`config.mk`:
```
export PLATFORM = sky130hd
export DESIGN_NAME = sorted_list_insert_remove_unit
export DESIGN_NICKNAME = d
export VERILOG_FILES = /design/src/design/slsi_pkg.sv /design/src/design/slsi_cell.sv /design/src/design/sorted_list_insert_remove_unit.sv
export SDC_FILE = /design/constraint.sdc
export NUM_CORES = 2
export LEC_CHECK = 0
export BUFFER_PORTS_ARGS = -buffer_cell sky130_fd_sc_hd__buf_2
export CAP_MARGIN = 20
export CORE_MARGIN = 5
export CORE_UTILIZATION = 50
export CTS_BUF_LIST = sky130_fd_sc_hd__clkbuf_8
export CTS_CLUSTER_DIAMETER = 60
export DETAILED_ROUTE_END_ITERATION = 10
export PLACE_DENSITY = 0.68
export SYNTH_ARGS = -nofsm -noshare
export SYNTH_HDL_FRONTEND = slang
export SYNTH_SLANG_ARGS = --single-unit
```
`constraint.sdc`:
```
create_clock -name clk -period 7 [get_ports clk]
set_input_delay 0 -clock clk [delete_from_list [all_inputs] [get_ports clk]]
set_output_delay 0 -clock clk [all_outputs]
set_load 0.005 [all_outputs]
```
`src/design/slsi_pkg.sv`:
```
package slsi_pkg;

  localparam int unsigned VALUE_W = 32;
  localparam int unsigned COUNT_W = 5;

  typedef enum logic {
    CMD_INSERT = 1'b0,
    CMD_REMOVE = 1'b1
  } command_t;

  typedef struct packed {
    command_t                   command;
    logic signed [VALUE_W-1:0]  value;
  } request_t;

  typedef struct packed {
    logic                ok;
    logic [COUNT_W-1:0]  count;
    logic                is_empty;
    logic                is_full;
  } result_t;

  // Compare flags one cell produces; le feeds its right neighbor
  typedef struct packed {
    logic le;   // occupied and entry <= value
    logic lt;   // occupied and entry <  value
    logic eq;   // occupied and entry == value
  } cell_flags_t;

endpackage

```
`src/design/slsi_cell.sv`:
```
module slsi_cell (
  input  logic                                 clk,
  input  logic                                 update,
  input  slsi_pkg::command_t                   command,
  input  logic signed [slsi_pkg::VALUE_W-1:0]  value,
  input  logic                                 occupied,
  input  logic                                 left_le,
  input  logic signed [slsi_pkg::VALUE_W-1:0]  left_entry,
  input  logic signed [slsi_pkg::VALUE_W-1:0]  right_entry,
  output logic signed [slsi_pkg::VALUE_W-1:0]  entry,
  output slsi_pkg::cell_flags_t                flags
);

  logic signed [slsi_pkg::VALUE_W-1:0] entry_next;

  assign flags.le = occupied && (entry <= value);
  assign flags.lt = occupied && (entry < value);
  assign flags.eq = occupied && (entry == value);

  always_comb begin
    case (command)
      slsi_pkg::CMD_INSERT: begin
        // keep, take the new value, or take the left neighbor's entry
        if (flags.le) begin
          entry_next = entry;
        end else if (left_le) begin
          entry_next = value;
        end else begin
          entry_next = left_entry;
        end
      end
      slsi_pkg::CMD_REMOVE: begin
        // keep below the hole, pull from the right at and above it
        entry_next = flags.lt ? entry : right_entry;
      end
      default: entry_next = entry;
    endcase
  end

  always_ff @(posedge clk) begin
    if (update) begin
      entry <= entry_next;
    end
  end

endmodule

```
`src/design/sorted_list_insert_remove_unit.sv`:
```
// Sorted list of up to DEPTH signed 32-bit values kept in ascending order in a
// row of compare-and-shift cells. Pulse start with a request (insert or remove
// one occurrence of a value); busy is always low, so a request may be issued
// in every cycle. The result (ok, count, is_empty, is_full) appears on result
// with done high for exactly one cycle, the cycle after the request is taken;
// the receiver cannot stall it, so capture it then. Every cell compares its
// entry with the request value in parallel and takes its new entry from itself,
// the request or a neighbor, so the cost of a request does not depend on the fill.
// An insert goes after all equal entries and fails when the list is full; a
// remove deletes the first equal entry and fails when the value is absent.
// count is the entry count truncated to five bits. No clearing pass is needed
// after reset: only cells below the count are ever looked at.
module sorted_list_insert_remove_unit #(
  parameter int unsigned DEPTH = 16
) (
  input  logic                clk,
  input  logic                rst,
  input  logic                start,
  output logic                busy,
  input  slsi_pkg::request_t  request,
  output logic                done,
  output slsi_pkg::result_t   result
);

  localparam int unsigned FILL_W = $clog2(DEPTH + 1);
  localparam logic [FILL_W-1:0] FILL_MAX = FILL_W'(DEPTH);

  logic [FILL_W-1:0] fill;
  logic [FILL_W-1:0] fill_next;

  logic signed [slsi_pkg::VALUE_W-1:0] entries [DEPTH];
  slsi_pkg::cell_flags_t               flags   [DEPTH];
  logic [DEPTH-1:0]                    occupied;
  logic [DEPTH-1:0]                    eq_vec;

  logic accept;
  logic full;
  logic found;
  logic ok;

  assign busy   = 1'b0;
  assign accept = start && !busy;
  assign full   = (fill >= FILL_MAX);
  assign found  = |eq_vec;

  // Decide success from the current fill and the cells' compare flags
  always_comb begin
    case (request.command)
      slsi_pkg::CMD_INSERT: ok = !full;
      slsi_pkg::CMD_REMOVE: ok = found;
      default:              ok = 1'b0;
    endcase
  end

  always_comb begin
    fill_next = fill;
    if (accept && ok) begin
      if (request.command == slsi_pkg::CMD_INSERT) begin
        fill_next = fill + FILL_W'(1);
      end else begin
        fill_next = fill - FILL_W'(1);
      end
    end
  end

  // Build the cell row; the ends see tied-off neighbors
  for (genvar i = 0; i < DEPTH; i++) begin : g_cell
    localparam logic [FILL_W-1:0] IDX = FILL_W'(i);
    logic                                left_le;
    logic signed [slsi_pkg::VALUE_W-1:0] left_entry;
    logic signed [slsi_pkg::VALUE_W-1:0] right_entry;

    assign occupied[i] = (IDX < fill);
    assign eq_vec[i]   = flags[i].eq;

    if (i == 0) begin : g_first
      // everything left of the head counts as <= value
      assign left_le    = 1'b1;
      assign left_entry = request.value;
    end else begin : g_mid
      assign left_le    = flags[i-1].le;
      assign left_entry = entries[i-1];
    end

    if (i == DEPTH - 1) begin : g_last
      // the tail drops out of range on a remove, so hold it
      assign right_entry = entries[i];
    end else begin : g_inner
      assign right_entry = entries[i+1];
    end

    slsi_cell u_cell (
      .clk         (clk),
      .update      (accept && ok),
      .command     (request.command),
      .value       (request.value),
      .occupied    (occupied[i]),
      .left_le     (left_le),
      .left_entry  (left_entry),
      .right_entry (right_entry),
      .entry       (entries[i]),
      .flags       (flags[i])
    );
  end

  always_ff @(posedge clk) begin
    if (rst) begin
      fill <= '0;
      done <= 1'b0;
    end else begin
      fill <= fill_next;
      done <= accept;
    end
  end

  // Result payload: hold until the next item overwrites it
  always_ff @(posedge clk) begin
    if (accept) begin
      result.ok       <= ok;
      result.count    <= slsi_pkg::COUNT_W'(fill_next);
      result.is_empty <= (fill_next == '0);
      result.is_full  <= (fill_next >= FILL_MAX);
    end
  end

  // Fill never passes the capacity
  a_fill_bound: assert property (@(posedge clk) disable iff (rst)
    fill <= FILL_MAX)
    else $error("fill exceeds DEPTH");

  // Every accepted item yields exactly one result in the next cycle
  a_one_result: assert property (@(posedge clk) disable iff (rst)
    accept |=> done)
    else $error("accepted item produced no result");

  // An insert into a full list fails and leaves the fill alone
  a_full_insert: assert property (@(posedge clk) disable iff (rst)
    (accept && full && (request.command == slsi_pkg::CMD_INSERT))
      |=> (done && !result.ok && (fill == $past(fill))))
    else $error("insert into full list changed the list");

  // Occupied cells stay in ascending order
  for (genvar k = 1; k < DEPTH; k++) begin : g_sorted_chk
    a_sorted: assert property (@(posedge clk) disable iff (rst)
      occupied[k] |-> (entries[k-1] <= entries[k]))
      else $error("list out of order");
  end

endmodule

```
==> results by group <==
Outcome
  – Status: finished clean

Cells and area
  – Fraction of final layout cells with drive strength greater than 1: 10.32%
  – Storage cell area: around 16,000 um2
  – Area growth from synthesis to layout: 8.670%
  – Final-layout fill cell count: 6,895
  – Number of nets at the end of the flow: 4,274
  – Utilization of the core after routing: approximately 55%
  – Multi-input combinational cell area: approximately 23,000 um2

STA
  – Slew Limit Fails: 0
  – Final Setup Violations: 0
  – Worst-Margin Slew: approximately 1.1 ns
  – Final hold slack: 0.1258 ns
  – Peak Freq: about 200 MHz
  – Slew Limit Headroom: approximately a quarter
  – Post-layout minimum cycle time: approximately 5.0 ns
  – RSZ-0062 raised after global routing: false
  – Final Skew: 0.04712 ns
  – Final Hold Fails: 0
  – Post-route clock period utilization: a little over 70%
  – Setup TNS: 0 ns

Pwr
  – Reported leakage power: 17.14 nW
  – Power density normalized to cell area: 198.7 nW/um2
  – PnR Total Power: 0.008551 W
  – Worst voltage drop across the vdd grid: around 150 uV

CTS
  – Number of buffers added by the clock tree synthesis step: 93
  – Max Buffers Root-to-Sink: 3
  – Latest clock arrival within the worst-skew pair: 0.73 ns
  – Hold_buf cts: 36
  – TritonCTS clock tree: done
  – Cell chosen for the clock root: sky130_fd_sc_hd__clkbuf_8
  – Post-CTS repair timing setup buffer count: 0
  – Total number of clock tree sinks: 525
  – Number of cells upsized or downsized after cts: 0
  – Clock transition at the registers of the reported paths: 0.06 ns
  – H-tree depth: 3

Route
  – Via count: roughly 35,000
  – Detailed Route Iter0 Violations: around 4,400
  – Wire length reported by the detailed router: 138,400 um
  – Number of antenna-violating nets in the routed design: 0
  – Post-DR vias/cell: 7.161
  – Remaining routing DRC violations: 0
  – Detailed Routing Iterations Pass 1: 6
  – Wire length per cell: around 29 um

Synth
  – Synthesized flop and latch total: between 500 and 600
  – Post-synthesis cell area: between 30,000 and 40,000 um2
  – FFs w/ async S/R, synth: 0%
  – Yosys warnings: 0
  – Avg Cell Area, Syn: approximately 10 um2
  – Post-synth top area share: between 30% and 40%
  – Count of flip-flops with a built-in enable after synthesis: around 520
  – Cells after synthesis: about 3,800
  – Most repeated cell in the gate-level netlist after synthesis: sky130_fd_sc_hd__edfxtp_1
  – Dominant cells by area after synthesis: sky130_fd_sc_hd__edfxtp_1 39%, sky130_fd_sc_hd__ha_1 16%, sky130_fd_sc_hd__a2bb2oi_1 6.2%, sky130_fd_sc_hd__a31oi_1 4.6%, sky130_fd_sc_hd__o21ai_0 4.1%
  – Most area-hungry cell type in the Yosys netlist: sky130_fd_sc_hd__edfxtp_1
  – Cell variety after synth: about 80
  – Most common library cells after synthesis: 519 x sky130_fd_sc_hd__edfxtp_1, 515 x sky130_fd_sc_hd__ha_1, 321 x sky130_fd_sc_hd__o21ai_0
  – Syn Nets: around 4,300
  – Most used flip-flop cell after synthesis: sky130_fd_sc_hd__edfxtp_1
  – Share of the yosys chip area belonging to registers: about 40%

Setup path
  – Worst path max stage delay: approximately 0.9 ns
  – Arrival time of data at the critical path endpoint: 5.41 ns
  – Largest driver fanout on the critical path: 19
  – Cell count of the worst reg-to-reg path: 10
  – Worst endpoint required time: between 7 and 8 ns
  – Critical Path Source Type: input port
  – Kind of critical path: in2reg
  – Most frequent cell on the critical path: sky130_fd_sc_hd__buf_4
  – CP cell instances: dlygate4sd3_1, buf_2, inv_1, ha_1, nand4_1, nor4_1, nand4b_1, o2111ai_1, nor4_4, a21o_1, buf_4, a211oi_4, buf_4
  – Top cell family by delay on the critical path: buffers and inverters
  – CP max-delay cell: sky130_fd_sc_hd__nor4_1
  – Worst path buffer plus inverter count: 5
  – Worst path depth: 13
  – Sort of element at the end of the critical path: register

Min path
  – Worst hold path depth: 3
  – Class of the most critical hold timing path: in2reg

Global routing
  – Final global-route overflow total: 0
  – Maximum number of pins on one net before global-route repair: 177
  – Via count of the first global-routing pass: around 33,000
  – Global router's overall resource usage: between 30% and 40%
  – Global-route wire length before repair: 208,000 um
  – Antenna violations before repair: 3

Place
  – Number of port buffers: 44
  – Half-perimeter wire length after placement: around 100,000 um
  – Final weighted congestion in routability-driven placement: roughly 0.96

Flow run
  – Max-cap violation count: 0

Floorplanning
  – Placement Rows: just over 100
  – Die Span Y: just under 300 um
  – Boundary Pins: 46
  – Effective utilization at floorplan: about half
  – Placeable core region: ~80,000 um2
  – Chip Width: about 290 um
  – Total Die Area: roughly 85,000 um2
-- registers in the layout, indices dropped and copies added (netlist names) --
register	count
done	1
result	7
g_cell.u_cell.entry	512
fill	5
-- worst reg2reg max path: stages, from the launching register on --
cell and delay (ns):
sky130_fd_sc_hd__dfxtp_1 0.74, sky130_fd_sc_hd__inv_1 0.21, sky130_fd_sc_hd__ha_1 0.24, sky130_fd_sc_hd__o21ai_0 0.81, sky130_fd_sc_hd__nand4_1 0.44, sky130_fd_sc_hd__nand4_1 0.28, sky130_fd_sc_hd__nor4_4 0.10, sky130_fd_sc_hd__a21o_1 0.20
sky130_fd_sc_hd__buf_4 0.23, sky130_fd_sc_hd__a211oi_4 0.84, sky130_fd_sc_hd__buf_4 0.43
-- layer usage --
metal	wire length (um)	share of wire [%]	GRT usage [%]
met1	58040	42	44.40
met3	13850	10	6.363
met2	59300	43	46.14
met4	7207	5.2	13.25
met5	0	0	0
-- logic make-up after synthesis --
logic type | Yosys count | synth area share, %
other cells | 1 | 0.009470
fa+ha+maj | 515 | 16.27
compound gates | 1689 | 29.87
xor+xnor | 6 | 0.1327
buf+inv | 434 | 4.168
flops | 525 | 39.66
mux | 51 | 1.324
simple gates | 566 | 8.563
-- per-stage QoR --
stage | cell area [um2] | setup WS [ns] | instances
2_1_floorplan | 39600 | 1.658 | 3787
3_3_place_gp | 40890 | 2.058 | 4636
3_5_place_dp | 40900 | 1.943 | 4637
4_1_cts | 42930 | 2.156 | 4845
5_1_grt | 43030 | 1.834 | 4851
6_report | 43030 | 1.970 | 4853
-- placed cells by master (no fill, tap or decap), types with 6 or more instances in the layout --
cell type / Yosys / routed
sky130_fd_sc_hd__nor3_1: 19 / 19
sky130_fd_sc_hd__buf_2: 8 / 44
sky130_fd_sc_hd__nor3b_1: 35 / 34
sky130_fd_sc_hd__edfxtp_1: 519 / 519
sky130_fd_sc_hd__buf_4: 3 / 90
sky130_fd_sc_hd__a211oi_4: 0 / 7
sky130_fd_sc_hd__nand4_1: 163 / 163
sky130_fd_sc_hd__mux2i_1: 43 / 34
sky130_fd_sc_hd__nor4b_1: 31 / 31
sky130_fd_sc_hd__nor2b_1: 28 / 28
sky130_fd_sc_hd__or3_1: 10 / 10
sky130_fd_sc_hd__a22oi_1: 9 / 9
sky130_fd_sc_hd__clkinv_1: 0 / 19
sky130_fd_sc_hd__o211ai_1: 47 / 47
sky130_fd_sc_hd__nor2_1: 66 / 65
sky130_fd_sc_hd__a22o_1: 31 / 31
sky130_fd_sc_hd__nor4_1: 49 / 49
sky130_fd_sc_hd__nand2_1: 61 / 61
sky130_fd_sc_hd__a31o_2: 64 / 64
sky130_fd_sc_hd__dfxtp_1: 6 / 6
sky130_fd_sc_hd__nand3_1: 25 / 22
sky130_fd_sc_hd__o21a_1: 30 / 30
sky130_fd_sc_hd__a211oi_1: 17 / 10
sky130_fd_sc_hd__a21o_1: 213 / 213
sky130_fd_sc_hd__a221o_1: 95 / 95
sky130_fd_sc_hd__and3_1: 14 / 11
sky130_fd_sc_hd__clkbuf_8: 0 / 95
sky130_fd_sc_hd__ha_1: 515 / 515
sky130_fd_sc_hd__or2_2: 12 / 12
sky130_fd_sc_hd__a21oi_1: 200 / 197
sky130_fd_sc_hd__clkinv_2: 0 / 11
sky130_fd_sc_hd__inv_1: 97 / 136
sky130_fd_sc_hd__nand3b_1: 35 / 35
sky130_fd_sc_hd__a31oi_1: 292 / 291
sky130_fd_sc_hd__mux2_2: 7 / 7
sky130_fd_sc_hd__o22a_1: 31 / 31
sky130_fd_sc_hd__a2bb2oi_1: 281 / 281
sky130_fd_sc_hd__o21ai_0: 321 / 321
sky130_fd_sc_hd__dlygate4sd3_1: 0 / 36
-- path summary, 6_finish.rpt --
kind | start | end | slack, ns
hold reg to reg | g_cell[1].u_cell.entry[30] | g_cell[0].u_cell.entry[30] | 0.57
setup / recovery | request[21] | g_cell[13].u_cell.entry[11] | 1.97
hold / removal | rst | fill[3] | 0.13
setup reg to reg | fill[1] | g_cell[13].u_cell.entry[11] | 2.16
-- layout make-up --
cell class              count  area share [%]
inverters                  97          0.8635
well taps                1050           3.053
repair buffers            178           3.280
clock inverters            77          0.8519
flip-flops and latches    525           36.50
multi-input cells        2828           52.40
clock buffers              95           3.038
diodes                      3         0.01745
-- power breakdown --
part           switching [W]  internal [W]
Sequential          0.000188       0.00374
Combinational        0.00115      0.000732
Clock                0.00144       0.00130
Total                0.00277       0.00578
Power figures use the tool's default switching activity.
